## config.mk

```make
export PLATFORM = sky130hd
export DESIGN_NAME = token_find_replace
export DESIGN_NICKNAME = d
export VERILOG_FILES = /design/src/rtl/tfr_pkg.sv /design/src/rtl/tfr_ctrl.sv /design/src/rtl/tfr_dp.sv /design/src/rtl/token_find_replace.sv
export SDC_FILE = /design/constraint.sdc
export NUM_CORES = 1
export LEC_CHECK = 0
export ABC_AREA = 1
export BUFFER_PORTS_ARGS = -buffer_cell sky130_fd_sc_hd__buf_4
export CAP_MARGIN = 20
export CELL_PAD_IN_SITES_DETAIL_PLACEMENT = 0
export CELL_PAD_IN_SITES_GLOBAL_PLACEMENT = 1
export CORE_AREA = 4 4 390 277
export CTS_CLUSTER_DIAMETER = 150
export DETAILED_ROUTE_END_ITERATION = 16
export DIE_AREA = 0 0 394 281
export PLACE_DENSITY_LB_ADDON = 0.12
export REMOVE_ABC_BUFFERS = 1
export SLEW_MARGIN = 5
export SYNTH_ARGS = -nofsm -noshare
export SYNTH_HDL_FRONTEND = slang
export SYNTH_HIERARCHICAL = 1
export SYNTH_SLANG_ARGS = --single-unit
```

## constraint.sdc

```tcl
create_clock -name clk -period 4.2 [get_ports clk]
set_clock_uncertainty 0.15 [all_clocks]
set_input_delay 0.21 -clock clk [delete_from_list [all_inputs] [get_ports clk]]
set_output_delay 0.21 -clock clk [all_outputs]
set_load 0.005 [all_outputs]
```

## src/rtl/tfr_pkg.sv

```systemverilog
`timescale 1ns / 1ps
// ----------------------------------------------------------------------------
// tfr_pkg
// shared constants, register indexes and controller/datapath interface types
// for the token find-and-replace block
// ----------------------------------------------------------------------------
package tfr_pkg;

    localparam int TOKEN_MAX_DEF   = 32;
    localparam int PATTERN_MAX_DEF = 16;
    localparam int REPLACE_MAX     = 16;

    localparam int CFG_IDX_W  = 3;
    localparam int CFG_DATA_W = 64;
    localparam int LEN_W      = 5;

    localparam logic [7:0] DASH_CHAR    = 8'd45;
    localparam logic [7:0] NEWLINE_CHAR = 8'd10;
    localparam logic [7:0] CHAR_UPPER_A = 8'h41;
    localparam logic [7:0] CHAR_UPPER_Z = 8'h5a;
    localparam logic [7:0] CHAR_LOWER_A = 8'h61;
    localparam logic [7:0] CHAR_LOWER_Z = 8'h7a;
    localparam logic [7:0] CHAR_DIGIT_0 = 8'h30;
    localparam logic [7:0] CHAR_DIGIT_9 = 8'h39;
    localparam logic [7:0] CASE_OFFSET  = 8'd32;

    typedef enum logic [CFG_IDX_W-1:0] {
        CFG_PATTERN_LOW  = 3'd0,
        CFG_PATTERN_HIGH = 3'd1,
        CFG_PATTERN_LEN  = 3'd2,
        CFG_REPLACE_LOW  = 3'd3,
        CFG_REPLACE_HIGH = 3'd4,
        CFG_REPLACE_LEN  = 3'd5,
        CFG_CASE_IGNORE  = 3'd6
    } cfg_idx_t;

    typedef struct packed {
        logic store;
        logic clear_count;
        logic search_init;
        logic k_inc;
        logic k_zero;
        logic k_post;
        logic pos_next;
        logic rd_search;
        logic rd_k;
        logic load_tok;
        logic load_rep;
        logic load_nl;
    } tfr_cmd_t;

    typedef struct packed {
        logic is_token;
        logic count_zero;
        logic plen_gt_count;
        logic k_eq_plen;
        logic cmp_eq;
        logic pos_last;
        logic k_eq_pos;
        logic k_eq_rlen;
        logic k_eq_count;
        logic out_free;
    } tfr_status_t;

    function automatic logic is_token_byte(input logic [7:0] c);
        return ((c >= CHAR_LOWER_A) && (c <= CHAR_LOWER_Z)) ||
               ((c >= CHAR_UPPER_A) && (c <= CHAR_UPPER_Z)) ||
               ((c >= CHAR_DIGIT_0) && (c <= CHAR_DIGIT_9)) ||
               (c == DASH_CHAR);
    endfunction

    function automatic logic [7:0] fold_case(input logic [7:0] c, input logic ci);
        if (ci && (c >= CHAR_UPPER_A) && (c <= CHAR_UPPER_Z))
            return c + CASE_OFFSET;
        return c;
    endfunction

endpackage

```

## src/rtl/tfr_ctrl.sv

```systemverilog
`timescale 1ns / 1ps
// ----------------------------------------------------------------------------
// tfr_ctrl
// sequencer: token collection, pattern search and emission of the rewritten
// token, driving the datapath by command and reading back status
// ----------------------------------------------------------------------------
module tfr_ctrl
(
    input  logic                 clk,
    input  logic                 rst_n,
    input  logic                 text_valid,
    output logic                 text_stall,
    input  tfr_pkg::tfr_status_t status,
    output tfr_pkg::tfr_cmd_t    cmd
);
    import tfr_pkg::*;

    typedef enum logic [3:0] {
        S_IDLE,
        S_INIT,
        S_SRD,
        S_SCMP,
        S_PRE,
        S_PRE_W,
        S_REP,
        S_POST,
        S_POST_W,
        S_NL
    } state_t;

    state_t state_reg;
    state_t state_next;
    logic   accept;

    assign text_stall = (state_reg != S_IDLE);
    assign accept     = text_valid && !text_stall;

    always_comb
    begin
        state_next = state_reg;
        cmd        = '0;
        unique case (state_reg)
            S_IDLE:
            begin
                if (accept)
                begin
                    if (status.is_token)
                        cmd.store = 1'b1;
                    else if (!status.count_zero)
                    begin
                        cmd.search_init = 1'b1;
                        state_next      = S_INIT;
                    end
                end
            end
            S_INIT:
            begin
                if (status.plen_gt_count)
                begin
                    cmd.clear_count = 1'b1;
                    state_next      = S_IDLE;
                end
                else
                    state_next = S_SRD;
            end
            S_SRD:
            begin
                if (status.k_eq_plen)
                begin
                    cmd.k_zero = 1'b1;
                    state_next = S_PRE;
                end
                else
                begin
                    cmd.rd_search = 1'b1;
                    state_next    = S_SCMP;
                end
            end
            S_SCMP:
            begin
                if (status.cmp_eq)
                begin
                    cmd.k_inc  = 1'b1;
                    state_next = S_SRD;
                end
                else if (status.pos_last)
                begin
                    cmd.clear_count = 1'b1;
                    state_next      = S_IDLE;
                end
                else
                begin
                    cmd.pos_next = 1'b1;
                    state_next   = S_SRD;
                end
            end
            S_PRE:
            begin
                if (status.k_eq_pos)
                begin
                    cmd.k_zero = 1'b1;
                    state_next = S_REP;
                end
                else
                begin
                    cmd.rd_k   = 1'b1;
                    state_next = S_PRE_W;
                end
            end
            S_PRE_W:
            begin
                if (status.out_free)
                begin
                    cmd.load_tok = 1'b1;
                    cmd.k_inc    = 1'b1;
                    state_next   = S_PRE;
                end
            end
            S_REP:
            begin
                if (status.k_eq_rlen)
                begin
                    cmd.k_post = 1'b1;
                    state_next = S_POST;
                end
                else if (status.out_free)
                begin
                    cmd.load_rep = 1'b1;
                    cmd.k_inc    = 1'b1;
                end
            end
            S_POST:
            begin
                if (status.k_eq_count)
                    state_next = S_NL;
                else
                begin
                    cmd.rd_k   = 1'b1;
                    state_next = S_POST_W;
                end
            end
            S_POST_W:
            begin
                if (status.out_free)
                begin
                    cmd.load_tok = 1'b1;
                    cmd.k_inc    = 1'b1;
                    state_next   = S_POST;
                end
            end
            S_NL:
            begin
                if (status.out_free)
                begin
                    cmd.load_nl     = 1'b1;
                    cmd.clear_count = 1'b1;
                    state_next      = S_IDLE;
                end
            end
            default:
            begin
                state_next = S_IDLE;
            end
        endcase
    end

    always_ff @(posedge clk or negedge rst_n)
    begin
        if (!rst_n)
            state_reg <= S_IDLE;
        else
            state_reg <= state_next;
    end

endmodule

```

## src/rtl/tfr_dp.sv

```systemverilog
`timescale 1ns / 1ps
// ----------------------------------------------------------------------------
// tfr_dp
// datapath: configuration registers, token memory, search and emission
// counters, folded byte compare and the result output register
// ----------------------------------------------------------------------------
module tfr_dp
#(
    parameter int TOKEN_MAX   = tfr_pkg::TOKEN_MAX_DEF,
    parameter int PATTERN_MAX = tfr_pkg::PATTERN_MAX_DEF
)
(
    input  logic                            clk,
    input  logic                            rst_n,
    input  logic                            cfg_valid,
    input  logic [tfr_pkg::CFG_IDX_W-1:0]   cfg_index,
    input  logic [tfr_pkg::CFG_DATA_W-1:0]  cfg_data,
    input  logic [7:0]                      char_in,
    output logic                            result_valid,
    input  logic                            result_stall,
    output logic [7:0]                      char_out,
    output logic                            last,
    input  tfr_pkg::tfr_cmd_t               cmd,
    output tfr_pkg::tfr_status_t            status
);
    import tfr_pkg::*;

    localparam int CW   = $clog2(TOKEN_MAX + 1);
    localparam int AW   = (TOKEN_MAX > 1) ? $clog2(TOKEN_MAX) : 1;
    localparam int KMAX = (TOKEN_MAX > REPLACE_MAX) ? TOKEN_MAX : REPLACE_MAX;
    localparam int IW   = $clog2(KMAX + 1);
    localparam int SW   = IW + 1;

    logic [CFG_DATA_W-1:0] pat_low_reg;
    logic [CFG_DATA_W-1:0] pat_high_reg;
    logic [LEN_W-1:0]      pat_len_reg;
    logic [CFG_DATA_W-1:0] rep_low_reg;
    logic [CFG_DATA_W-1:0] rep_high_reg;
    logic [LEN_W-1:0]      rep_len_reg;
    logic                  case_ignore_reg;

    logic [7:0]    token_mem [TOKEN_MAX];
    logic [7:0]    rd_data_reg;
    logic [CW-1:0] count_reg;
    logic [CW-1:0] pos_reg;
    logic [IW-1:0] k_reg;

    logic          out_valid_reg;
    logic [7:0]    char_out_reg;
    logic          last_reg;

    logic [LEN_W-1:0]          plen;
    logic [LEN_W-1:0]          rlen;
    logic [2*CFG_DATA_W-1:0]   pat_word;
    logic [2*CFG_DATA_W-1:0]   rep_word;
    logic [7:0]                pat_byte;
    logic [7:0]                rep_byte;
    logic [SW-1:0]             search_sum;
    logic [AW-1:0]             rd_addr;
    logic                      rd_en;
    logic                      room;

    assign plen = (pat_len_reg > LEN_W'(PATTERN_MAX)) ? LEN_W'(PATTERN_MAX) : pat_len_reg;
    assign rlen = (rep_len_reg > LEN_W'(REPLACE_MAX)) ? LEN_W'(REPLACE_MAX) : rep_len_reg;

    assign pat_word = {pat_high_reg, pat_low_reg};
    assign rep_word = {rep_high_reg, rep_low_reg};
    assign pat_byte = pat_word[k_reg[3:0]*8 +: 8];
    assign rep_byte = rep_word[k_reg[3:0]*8 +: 8];

    assign search_sum = SW'(pos_reg) + SW'(k_reg);
    assign rd_addr    = cmd.rd_search ? search_sum[AW-1:0] : k_reg[AW-1:0];
    assign rd_en      = cmd.rd_search || cmd.rd_k;
    assign room       = (count_reg != CW'(TOKEN_MAX));

    assign status.is_token      = is_token_byte(char_in);
    assign status.count_zero    = (count_reg == '0);
    assign status.plen_gt_count = (SW'(plen) > SW'(count_reg));
    assign status.k_eq_plen     = (SW'(k_reg) == SW'(plen));
    assign status.cmp_eq        = (fold_case(rd_data_reg, case_ignore_reg) ==
                                   fold_case(pat_byte, case_ignore_reg));
    assign status.pos_last      = ((SW'(pos_reg) + SW'(1) + SW'(plen)) > SW'(count_reg));
    assign status.k_eq_pos      = (k_reg == IW'(pos_reg));
    assign status.k_eq_rlen     = (SW'(k_reg) == SW'(rlen));
    assign status.k_eq_count    = (k_reg == IW'(count_reg));
    assign status.out_free      = !out_valid_reg || !result_stall;

    assign result_valid = out_valid_reg;
    assign char_out     = char_out_reg;
    assign last         = last_reg;

    // configuration registers
    always_ff @(posedge clk or negedge rst_n)
    begin
        if (!rst_n)
        begin
            pat_low_reg     <= '0;
            pat_high_reg    <= '0;
            pat_len_reg     <= '0;
            rep_low_reg     <= '0;
            rep_high_reg    <= '0;
            rep_len_reg     <= '0;
            case_ignore_reg <= 1'b0;
        end
        else if (cfg_valid)
        begin
            unique case (cfg_idx_t'(cfg_index))
                CFG_PATTERN_LOW:  pat_low_reg     <= cfg_data;
                CFG_PATTERN_HIGH: pat_high_reg    <= cfg_data;
                CFG_PATTERN_LEN:  pat_len_reg     <= cfg_data[LEN_W-1:0];
                CFG_REPLACE_LOW:  rep_low_reg     <= cfg_data;
                CFG_REPLACE_HIGH: rep_high_reg    <= cfg_data;
                CFG_REPLACE_LEN:  rep_len_reg     <= cfg_data[LEN_W-1:0];
                CFG_CASE_IGNORE:  case_ignore_reg <= cfg_data[0];
                default:          ;
            endcase
        end
    end

    // token memory, one write and one registered read port
    always_ff @(posedge clk)
    begin
        if (cmd.store && room)
            token_mem[count_reg[AW-1:0]] <= char_in;
        if (rd_en)
            rd_data_reg <= token_mem[rd_addr];
    end

    // token fill count and search/emission counters
    always_ff @(posedge clk or negedge rst_n)
    begin
        if (!rst_n)
        begin
            count_reg <= '0;
            pos_reg   <= '0;
            k_reg     <= '0;
        end
        else
        begin
            if (cmd.clear_count)
                count_reg <= '0;
            else if (cmd.store && room)
                count_reg <= count_reg + CW'(1);

            if (cmd.search_init)
                pos_reg <= '0;
            else if (cmd.pos_next)
                pos_reg <= pos_reg + CW'(1);

            priority if (cmd.search_init || cmd.k_zero || cmd.pos_next)
                k_reg <= '0;
            else if (cmd.k_post)
                k_reg <= IW'(SW'(pos_reg) + SW'(plen));
            else if (cmd.k_inc)
                k_reg <= k_reg + IW'(1);
            else
                k_reg <= k_reg;
        end
    end

    // result output register
    always_ff @(posedge clk or negedge rst_n)
    begin
        if (!rst_n)
            out_valid_reg <= 1'b0;
        else if (cmd.load_tok || cmd.load_rep || cmd.load_nl)
            out_valid_reg <= 1'b1;
        else if (!result_stall)
            out_valid_reg <= 1'b0;
    end

    always_ff @(posedge clk)
    begin
        priority if (cmd.load_tok)
        begin
            char_out_reg <= rd_data_reg;
            last_reg     <= 1'b0;
        end
        else if (cmd.load_rep)
        begin
            char_out_reg <= rep_byte;
            last_reg     <= 1'b0;
        end
        else if (cmd.load_nl)
        begin
            char_out_reg <= NEWLINE_CHAR;
            last_reg     <= 1'b1;
        end
        else
        begin
            char_out_reg <= char_out_reg;
            last_reg     <= last_reg;
        end
    end

endmodule

```

## src/rtl/token_find_replace.sv

```systemverilog
`timescale 1ns / 1ps
// ----------------------------------------------------------------------------
// token_find_replace
// token-wise find and replace on a byte stream
//
//   channel   signals                                   beat
//   text      text_valid, text_stall, char_in           one input byte
//   result    result_valid, result_stall, char_out,     one output byte
//             last
//   config    cfg_valid, cfg_ready, cfg_index, cfg_data one register write
//
// a token byte is accepted without a stall; a delimiter ending a token of n
// bytes with pattern length p starts a search over up to n-p+1 positions,
// comparing one byte at a time through the single read port of the token memory
// on a match, emission sends the token bytes before it, the replacement bytes,
// the token bytes after it and the newline, and waits while the result side
// holds stall
// text_stall is high from a closing delimiter until the newline is loaded or the search ends without a match
// reset clears the configuration registers, the token count, the counters and the output valid; no clearing pass
// ----------------------------------------------------------------------------
module token_find_replace
#(
    parameter int TOKEN_MAX   = tfr_pkg::TOKEN_MAX_DEF,
    parameter int PATTERN_MAX = tfr_pkg::PATTERN_MAX_DEF
)
(
    input  logic                            clk,
    input  logic                            rst_n,
    input  logic                            text_valid,
    output logic                            text_stall,
    input  logic [7:0]                      char_in,
    output logic                            result_valid,
    input  logic                            result_stall,
    output logic [7:0]                      char_out,
    output logic                            last,
    input  logic                            cfg_valid,
    output logic                            cfg_ready,
    input  logic [tfr_pkg::CFG_IDX_W-1:0]   cfg_index,
    input  logic [tfr_pkg::CFG_DATA_W-1:0]  cfg_data
);
    import tfr_pkg::*;

    tfr_cmd_t    cmd;
    tfr_status_t status;

    assign cfg_ready = 1'b1;

    tfr_ctrl u_ctrl
    (
        .clk        (clk),
        .rst_n      (rst_n),
        .text_valid (text_valid),
        .text_stall (text_stall),
        .status     (status),
        .cmd        (cmd)
    );

    tfr_dp
    #(
        .TOKEN_MAX   (TOKEN_MAX),
        .PATTERN_MAX (PATTERN_MAX)
    )
    u_dp
    (
        .clk          (clk),
        .rst_n        (rst_n),
        .cfg_valid    (cfg_valid && cfg_ready),
        .cfg_index    (cfg_index),
        .cfg_data     (cfg_data),
        .char_in      (char_in),
        .result_valid (result_valid),
        .result_stall (result_stall),
        .char_out     (char_out),
        .last         (last),
        .cmd          (cmd),
        .status       (status)
    );

endmodule

```

==> results.toml, run 1 <==
[placement]
dpl.hpwl_mm = 57.4
dpl_cell_area_um2 = 29100
io_buffer_count = 90
place.detailed.instances = 4284
globalplace.congestion = 0.840
post-place-ws_ns = 0.156

[final_layout]
final_cell_area_um2 = 32000
final_layout_size_suffix_gt1_share_pct = 12.2
largest_reg_flops = 256
nets = 3177
area_growth_pct = 23.4
finalCoreUtilization_pct = 30.8
fin_cells = 4478
num-fill-cells = 10900

[floorplanning]
start_util_pct = 25.0
rows = 99
io_pins = 92
die_y_um = 281
dieArea_um2 = 111000
die_w_um = 394
core_um2 = 104000

[worst_setup_path]
r2r_slack_ns = 0.35
worstPathCellList = "buf_4, a21oi_2, nand3_1, a21oi_1, o21ai_1, a2111oi_2, buf_4, inv_1, nand3_1, inv_2, buf_4, o21ai_4, buf_4, o21ai_0, o22ai_1, nand2_1, o211ai_1, buf_4, nand3_1, nand2_1"
path_common_cell = "buf_4"
cp.arrival_ns = 4.16
cp-start-kind = "flip-flop"
cpPeakStageDelay_ns = 0.45
crit_path_top_delay_cell = "dfrtp_2"
worstPathMaxFanout = 15
cp-end-kind = "flip-flop"
worstReg2RegEnd = "u_dp/rd_data_reg[7]"
critPathRequiredTime_ns = 4.52
crit_type = "flip-flop to flip-flop"
crit_end = "u_dp/rd_data_reg[7]"
r2r_start = "u_dp/pat_len_reg[4]"
ff2ff_path_depth = 20
crit_start = "u_dp/pat_len_reg[4]"

[drt]
wl_met1_mm = 46.1
viasPerCell = 4.58
wl_met3_mm = 3.44
drtPass1Iterations = 5
drtIter0Drc = 1539
drc = 0
wl_per_cell_um = 19.5
postRouteAntennaNets = 0
vias = 20500
wl_mm = 87.2
route.met2.wl_mm = 36.2
highest_layer = "met4"

[sta]
slew_viol_final = 0
finalHoldViolations = 0
slew_headroom_pct = 38.6
final.setup.worst_slack_ns = 0.354
min_period_over_period_pct = 91.6
tightest_slew_ns = 0.921
max_freq_mhz = 260
finalSetupViolCount = 0
period_minus_slack_ns = 3.85

[global_route]
grt_max_degree = 93
grt_first_pass_wirelength_mm = 133
grt-ovfl-total = 0
antenna_found_initial = 1
first_global_vias = 20400
track_usage_pct = 15.7

[worst_hold_path]
hp-class = "input port to asynchronous set/reset pin"

[power]
sw_frac_of_total_pct = 39.5
p_leak_nw = 13.7
clockPowerShare_pct = 26.8
combPwrFrac_pct = 40.7
ir_drop_mv = 0.322
pwr-share-seq_pct = 32.6
p_int_mw = 12.8
powerDensity_nw_per_um2 = 661
switching_power_mw = 8.37

[clock_network]
htreeDepth = 3
clockRootBuffer = "clkbuf_16"
clk_pin_slew_worst_paths_ns = 0.06
clk_latency_ns = 0.62
clk_path_buf_depth = 3
cts_tree = "done"
numCtsBuffers = 66
cts_sinks = 563

[outcome]
status = "finished clean"

[logic_synthesis]
synth_area_per_cell_um2 = 9.10
synthCells = 2848
synth-seq-area-share_pct = 59.6
synth_top_cell_by_area = "edfxtp_1"
ys_ff_latch = 563
synth_cell_types = 43
yosys-top-cells-area = "edfxtp_1, dfrtp_1, o21ai_0"
synth_area_um2 = 25900
synth_top_area_share_pct = 31.5
synth_warnings = 6

[job]
drv_cap = 0
-- Yosys cell counts (all sizes together) --
library cell,number
or4,1
o21a,2
clkbuf,111
o32ai,2
or2,2
o211ai,39
dfxtp,1
nand3,126
and3,1
o221ai,12
ha,27
a211oi,2
clkinv,1
a2111oi,3
xnor2,2
a21oi,22
a41oi,2
o21bai,1
a31oi,3
o31ai,2
o22ai,88
nor4,2
nand4,12
o21ai,514
edfxtp,272
a22oi,1
buf,51
nor3,20
inv,266
fa,3
nor2,328
conb,1
dfrtp,290
nand2,624
xor2,14
-- how the worst min path moves through the flow --
| stage | depth (start not counted) | slack (ns) | end | start |
|---|---|---|---|---|
| 2_1_floorplan | 0 | -0.24 | u_ctrl/state_reg[0] | rst_n |
| 6_report | 2 | 0.07 | u_dp/rep_high_reg[44] | rst_n |
| 3_3_place_gp | 1 | 0.14 | u_dp/rep_high_reg[44] | rst_n |
| 3_5_place_dp | 1 | 0.15 | u_dp/rep_high_reg[44] | rst_n |
| 4_1_cts | 5 | 0.006 | u_dp/count_reg[0] | text_valid |
| 5_1_grt | 2 | 0.03 | u_dp/token_mem[13][1] | char_in[1] |
-- cells by family (layout without fill, tap and decap cells) --
family                   after synthesis  count (layout)  share of synthesized area [%]
AND/OR/NAND/NOR                     1116            1116                           17.2
AO/OA/AOI/OAI                        693             693                           14.5
flip-flops                           563             563                           59.6
buffers and inverters                429             695                           6.55
adder cells (fa/ha/maj)               30              30                           1.53
XOR/XNOR                              16              16                          0.541
other                                  1               2                         0.0145
-- power groups by stage --
stage                     logic, mW  registers (mW)  clock network, mW
after floorplan                4.60            7.03                  0
after global placement         8.55            6.99                  0
after detailed placement       8.54            6.99                  0
after CTS                      8.63            6.89               5.90
after global routing           9.64            6.97               6.12
final                          8.61            6.90               5.67
-- timing repair --
| action | in CTS | in global routing |
|---|---|---|
| buffers inserted | 0 | 4 |
| hold endpoints to repair | 456 | 0 |
| setup endpoints to repair | 0 | 15 |
| gates resized for setup | 0 | 21 |
| hold buffers | 74 | 0 |
-- layout by cell type, fill, tap and decap left out, types with 4 or more instances in the layout --
cell / instances
dfrtp_1: 287
buf_4: 213
ha_1: 27
nand2_4: 4
nand2_2: 6
dlygate4sd3_1: 74
nor2_2: 8
nor2_1: 315
clkbuf_8: 9
inv_1: 256
o21ai_1: 26
inv_2: 7
buf_12: 22
clkbuf_1: 11
a21oi_1: 21
clkinv_1: 10
clkinv_2: 10
nand2_1: 614
o21ai_0: 486
xor2_1: 14
nand3_1: 125
nor3_1: 19
edfxtp_1: 272
nor2_4: 5
o22ai_1: 88
nand4_1: 12
clkbuf_16: 69
o221ai_1: 12
o211ai_1: 39
-- layout make-up --
cell class                 count  area [µm²]  area share (%)
tap                         1363        1710            5.33
clock inverter                26         210           0.657
sequential                   563       15500            48.3
multi-input combinational   1856        8890            27.8
antenna                        1        2.50         0.00782
clock buffer                  89        1890            5.91
timing repair buffer         313        2840            8.89
inverter                     267        1010            3.15
-- stage by stage --
stage               TNS [ns]  hold slack, ns  total power [mW]
floorplan             -98.58          -0.236              11.6
global placement      -0.106           0.143              15.5
detailed placement         0           0.155              15.5
CTS                        0         0.00553              21.4
global route         -0.0103          0.0324              22.7
finish                     0          0.0684              21.2
-- worst max-delay path, delay by kind of cell (launching register included) --
kind                   cells  cell delay, ns
AO/OA/AOI/OAI              8            1.50
buffers and inverters      7            1.11
flip-flops                 1            0.45
AND/OR/NAND/NOR            5            0.51
-- layer usage --
metal / GRT usage [%] / vias up
li1: - / 10000
met1: 23.8 / 10100
met2: 23.0 / 333
met3: 3.13 / 88
met4: 3.07 / 0
met5: 0 / -
Note: power is estimated with default switching activity, not from simulation.
==> run 2: changes to the inputs <==
==> constraint.sdc (replaced) <==
create_clock -name clk -period 4.2 [get_ports clk]
set_clock_uncertainty 0.15 [all_clocks]
set_input_delay 0.42 -clock clk [delete_from_list [all_inputs] [get_ports clk]]
set_output_delay 0.42 -clock clk [all_outputs]
set_load 0.005 [all_outputs]
==> run 2 against run 1 <==
Effect of this change: sequential cell count unchanged; routed wire length up 0.68%; sequential share of layout area about the same; critical path type unchanged; via count up 0.20%.
==> results.toml, run 2 (synthesis gave the netlist of run 1 again) <==
[clock_network]
clockRootBuffer = "clkbuf_16"
cts_sinks = 563
numCtsBuffers = 66
clk_pin_slew_worst_paths_ns = 0.06
clk_latency_ns = 0.64
cts_tree = "done"
htreeDepth = 3
clk_path_buf_depth = 3

[final_layout]
fin_cells = 4480
final_common_cell = "nand2_1"
final_cell_area_um2 = 32000
final_cell_mix = "nand2_1, o21ai_0, nor2_1"
final_layout_size_suffix_gt1_share_pct = 12.7
nets = 3176
area_growth_pct = 23.3
finalCoreUtilization_pct = 30.8
largest_reg_flops = 256

[worst_setup_path]
r2r_slack_ns = 0.34
worstReg2RegEnd = "u_dp/k_reg[5]"
ff2ff_path_depth = 29
crit_path_top_delay_cell = "dfrtp_4"
crit_end = "u_dp/k_reg[5]"
critPathRequiredTime_ns = 4.58
crit_start = "u_dp/k_reg[0]"
cp-end-kind = "flip-flop"
path_common_cell = "nand2_1"
worstPathMaxFanout = 29
cpPeakStageDelay_ns = 0.52
cp.arrival_ns = 4.23
cp-start-kind = "flip-flop"
crit_type = "flip-flop to flip-flop"
r2r_start = "u_dp/k_reg[0]"

[sta]
hold_slack_ns = 0.0572
period_minus_slack_ns = 3.86
max_freq_mhz = 259
tightest_slew_ns = 0.867
rsz0062_at_grt = "no"
finalSetupViolCount = 0
slew_viol_final = 0
final.setup.worst_slack_ns = 0.343
min_period_over_period_pct = 91.8
fin_setup_tns_ns = 0
slew_headroom_pct = 42.2
finalHoldViolations = 0

[placement]
post-place-ws_ns = 0.0986
io_buffer_count = 90
globalplace.congestion = 0.829
dpl.hpwl_mm = 58.4
place.detailed.instances = 4296
dpl_cell_area_um2 = 29100

[global_route]
track_usage_pct = 15.8
grt_first_pass_wirelength_mm = 133
antenna_found_initial = 3
grt-ovfl-total = 0
first_global_vias = 20400
grt_max_degree = 85

[power]
ir_drop_mv = 0.355
p_leak_nw = 13.7
total_power_mw = 21.2
powerDensity_nw_per_um2 = 663

[drt]
postRouteAntennaNets = 0
wl_mm = 87.8
drtPass1Iterations = 5
wl_met1_mm = 46.7
viasPerCell = 4.59
highest_layer = "met4"
route.met2.wl_mm = 35.6
drtIter0Drc = 1532
wl_met3_mm = 3.96
vias = 20600
wl_per_cell_um = 19.6
drc = 0

[floorplanning]
die_w_um = 394
dieArea_um2 = 111000
die_y_um = 281
start_util_pct = 25.0
io_pins = 92
rows = 99
core_um2 = 104000

[worst_hold_path]
hp-class = "input port to flip-flop"

[job]
drv_cap = 0

[outcome]
status = "finished clean"
==> run 2: cell count changes in the layout (fill, tap and decap cells not counted), sizes merged <==
cell,change
clkbuf,-1
inv,+6
bufinv,+1
clkinvlp,-2
dlygate4sd3,-10
buf,+10
clkinv,-1
clkdlybuf4s18,-1
==> run 2: final cells by class <==
type                       count  area [µm²]
inverter                     267        1010
fill                       10800       71800
clock inverter                30         284
tap                         1363        1710
timing repair buffer         312        2770
sequential                   563       15500
clock buffer                  88        1840
multi-input combinational   1856        8930
antenna                        1        2.50
==> run 2: critical path, delay by kind of cell (launching register included) <==
kind | cells | cell delay, ns
buffers and inverters | 7 | 0.96
flip-flops | 1 | 0.52
AO/OA/AOI/OAI | 1 | 0.05
AND/OR/NAND/NOR | 21 | 2.03
==> run 2: power breakdown <==
group          internal, mW  switching [mW]
Combinational          2.96            5.59
Clock                  3.34            2.40
Sequential             6.46           0.435
==> run 2: how the worst min path moves through the flow <==
stage	from	end	cells past startpoint
CTS	cfg_index[0]	u_dp/case_ignore_reg	4
floorplan	rst_n	u_ctrl/state_reg[0]	0
detailed placement	u_dp/rep_high_reg[43]	u_dp/rep_high_reg[43]	2
global route	cfg_index[0]	u_dp/case_ignore_reg	3
finish	cfg_data[1]	u_dp/rep_high_reg[1]	3
global placement	u_dp/rep_high_reg[16]	u_dp/rep_high_reg[16]	2
==> run 2: metal layers <==
metal	vias up	track usage (%)
li1	10000	-
met1	10100	24.5
met2	393	22.4
met3	100	3.06
met4	0	3.34
met5	-	0
==> run 2: what timing repair did <==
action,CTS,global route
endpoints found under the hold margin,316,0
setup buffers,0,1
gates resized for setup,0,25
endpoints found under the setup margin,0,16
hold buffers,64,0
==> run 3: changes to the inputs <==
==> constraint.sdc (replaced) <==
create_clock -name clk -period 4.77 [get_ports clk]
set_clock_uncertainty 0.15 [all_clocks]
set_input_delay 0.477 -clock clk [delete_from_list [all_inputs] [get_ports clk]]
set_output_delay 0.477 -clock clk [all_outputs]
set_load 0.005 [all_outputs]
==> run 3 against run 2 <==
Effect of this change: hold slack lost 0.025 ns; total power decreased by 14%; largest power group unchanged; sequential power down 12%; count of clock-buffer cells in the layout shrank 3; via count fell by 0.25%; setup slack improved by 0.026 ns; highest routed layer unchanged; critical path type unchanged; utilization fell by 0.50 points; sequential cell count did not move.
==> results.toml, run 3 (synthesis gave the netlist of run 1 again) <==
[floorplanning]
rows = 99
io_pins = 92
start_util_pct = 25.0
dieArea_um2 = 111000
die_y_um = 281
core_um2 = 104000
die_w_um = 394

[sta]
rsz0062_at_grt = "no"
finalSetupViolCount = 0
min_period_over_period_pct = 92.3
period_minus_slack_ns = 4.40
slew_headroom_pct = 35.0
slew_viol_final = 0
max_freq_mhz = 227
tightest_slew_ns = 0.971
finalHoldViolations = 0

[final_layout]
area_growth_pct = 21.4
nets = 3116
diodes = 0
final_cell_mix = "nand2_1, o21ai_0, nor2_1"
finalCoreUtilization_pct = 30.3
final_cell_area_um2 = 31500
final_layout_size_suffix_gt1_share_pct = 11.0
final_common_cell = "nand2_1"
fin_cells = 4421
largest_reg_flops = 256

[drt]
postRouteAntennaNets = 0
drtPass1Iterations = 6
wl_mm = 87.0
viasPerCell = 4.64
vias = 20500
drc = 0
drtIter0Drc = 1585
wl_per_cell_um = 19.7

[worst_setup_path]
crit_path_top_delay_cell = "dfrtp_2"
worstPathMaxFanout = 13
cpPeakStageDelay_ns = 0.46
cp.arrival_ns = 4.74
cp-start-kind = "flip-flop"
critPathRequiredTime_ns = 5.11
cp-end-kind = "flip-flop"
crit_type = "flip-flop to flip-flop"
path_common_cell = "buf_4"
worstPathCellList = "nor2_1, buf_4, xor2_1, nand3_1, a21oi_1, o21ai_0, a2111oi_2, buf_4, inv_1, nand3_1, inv_1, buf_4, o21ai_4, buf_4, o21ai_0, o22ai_1, inv_1, o211ai_1, buf_4, nand3_1, nand2_1"
critPathBufInv = 8
cp_top_family = "compound AO/OA/AOI/OAI gates"

[clock_network]
clockRootBuffer = "clkbuf_16"
cts_sinks = 563
cts_tree = "done"
clk_pin_slew_worst_paths_ns = 0.06
clk_latency_ns = 0.65
numCtsBuffers = 61
htreeDepth = 2
clk_path_buf_depth = 3

[global_route]
antenna_found_initial = 3
first_global_vias = 20400
grt_busiest_layer = "met1"
use_met3_pct = 2.39
met2_usage_pct = 22.2
met1_usage_pct = 24.5
grt_first_pass_wirelength_mm = 133
track_usage_pct = 15.6
grt_max_degree = 99
grt-ovfl-total = 0

[placement]
dpl.hpwl_mm = 55.7
dpl_cell_area_um2 = 28700
globalplace.congestion = 0.802
io_buffer_count = 90
place.detailed.instances = 4245

[outcome]
status = "finished clean"

[power]
ir_drop_mv = 0.349
powerDensity_nw_per_um2 = 582
p_leak_nw = 13.5

[worst_hold_path]
hp-class = "input port to flip-flop"

[job]
drv_cap = 0
## run 3: per-layer routing
layer  wire (µm)  part of all wire [%]
met5           0                     0
met4        1690                   1.9
met3        3800                   4.4
met2       35500                    41
met1       46000                    53
## run 3: layout make-up
type                    count  area, µm²
flip-flops and latches    563      15500
clock inverters            30        364
well taps                1363       1710
clock buffers              85       1760
fillers                 10900      72300
multi-input cells        1856       8860
repair buffers            257       2320
inverters                 267       1010
## run 3: final timing paths
| kind | slack, ns | cells after the start | endpoint | startpoint |
|---|---|---|---|---|
| max in group asynchronous | 3.00 | 3 | u_dp/pat_low_reg[53] | rst_n |
| min | 0.03 | 3 | u_dp/rep_low_reg[20] | cfg_data[20] |
| min in group asynchronous | 0.27 | 2 | u_dp/pat_low_reg[44] | rst_n |
| max | 0.37 | 21 | u_dp/rd_data_reg[2] | u_dp/pat_len_reg[4] |
| min reg2reg | 0.33 | 2 | u_dp/rep_low_reg[10] | u_dp/rep_low_reg[10] |
| max reg2reg | 0.37 | 21 | u_dp/rd_data_reg[2] | u_dp/pat_len_reg[4] |
## run 3: stage by stage
stage          setup TNS (ns)  total power, mW  setup WS, ns  hold WS (ns)
3_5_place_dp                0             13.4        0.0610         0.317
6_report                    0             18.3         0.368        0.0319
3_3_place_gp                0             13.4        0.0608         0.310
4_1_cts                     0             18.6       0.00698      0.000264
5_1_grt                     0             19.7        0.0839        0.0362
2_1_floorplan          -66.84             10.2         -4.57        0.0314
## run 3: where the power goes
part,internal (mW),switching [mW],total (mW)
combinational,2.37,4.83,7.21
sequential,5.69,0.378,6.07
clock,2.95,2.09,5.04
## run 3: what timing repair did
item,in CTS,in global routing
endpoints found under the hold margin,278,0
endpoints found under the setup margin,0,13
hold buffers,59,0
gates resized for setup,0,6
setup buffers,0,0
## run 3: tightest hold or removal path: stages
cell	delay, ns
buf_4	0.07
inv_1	0.07
o21ai_0	0.16
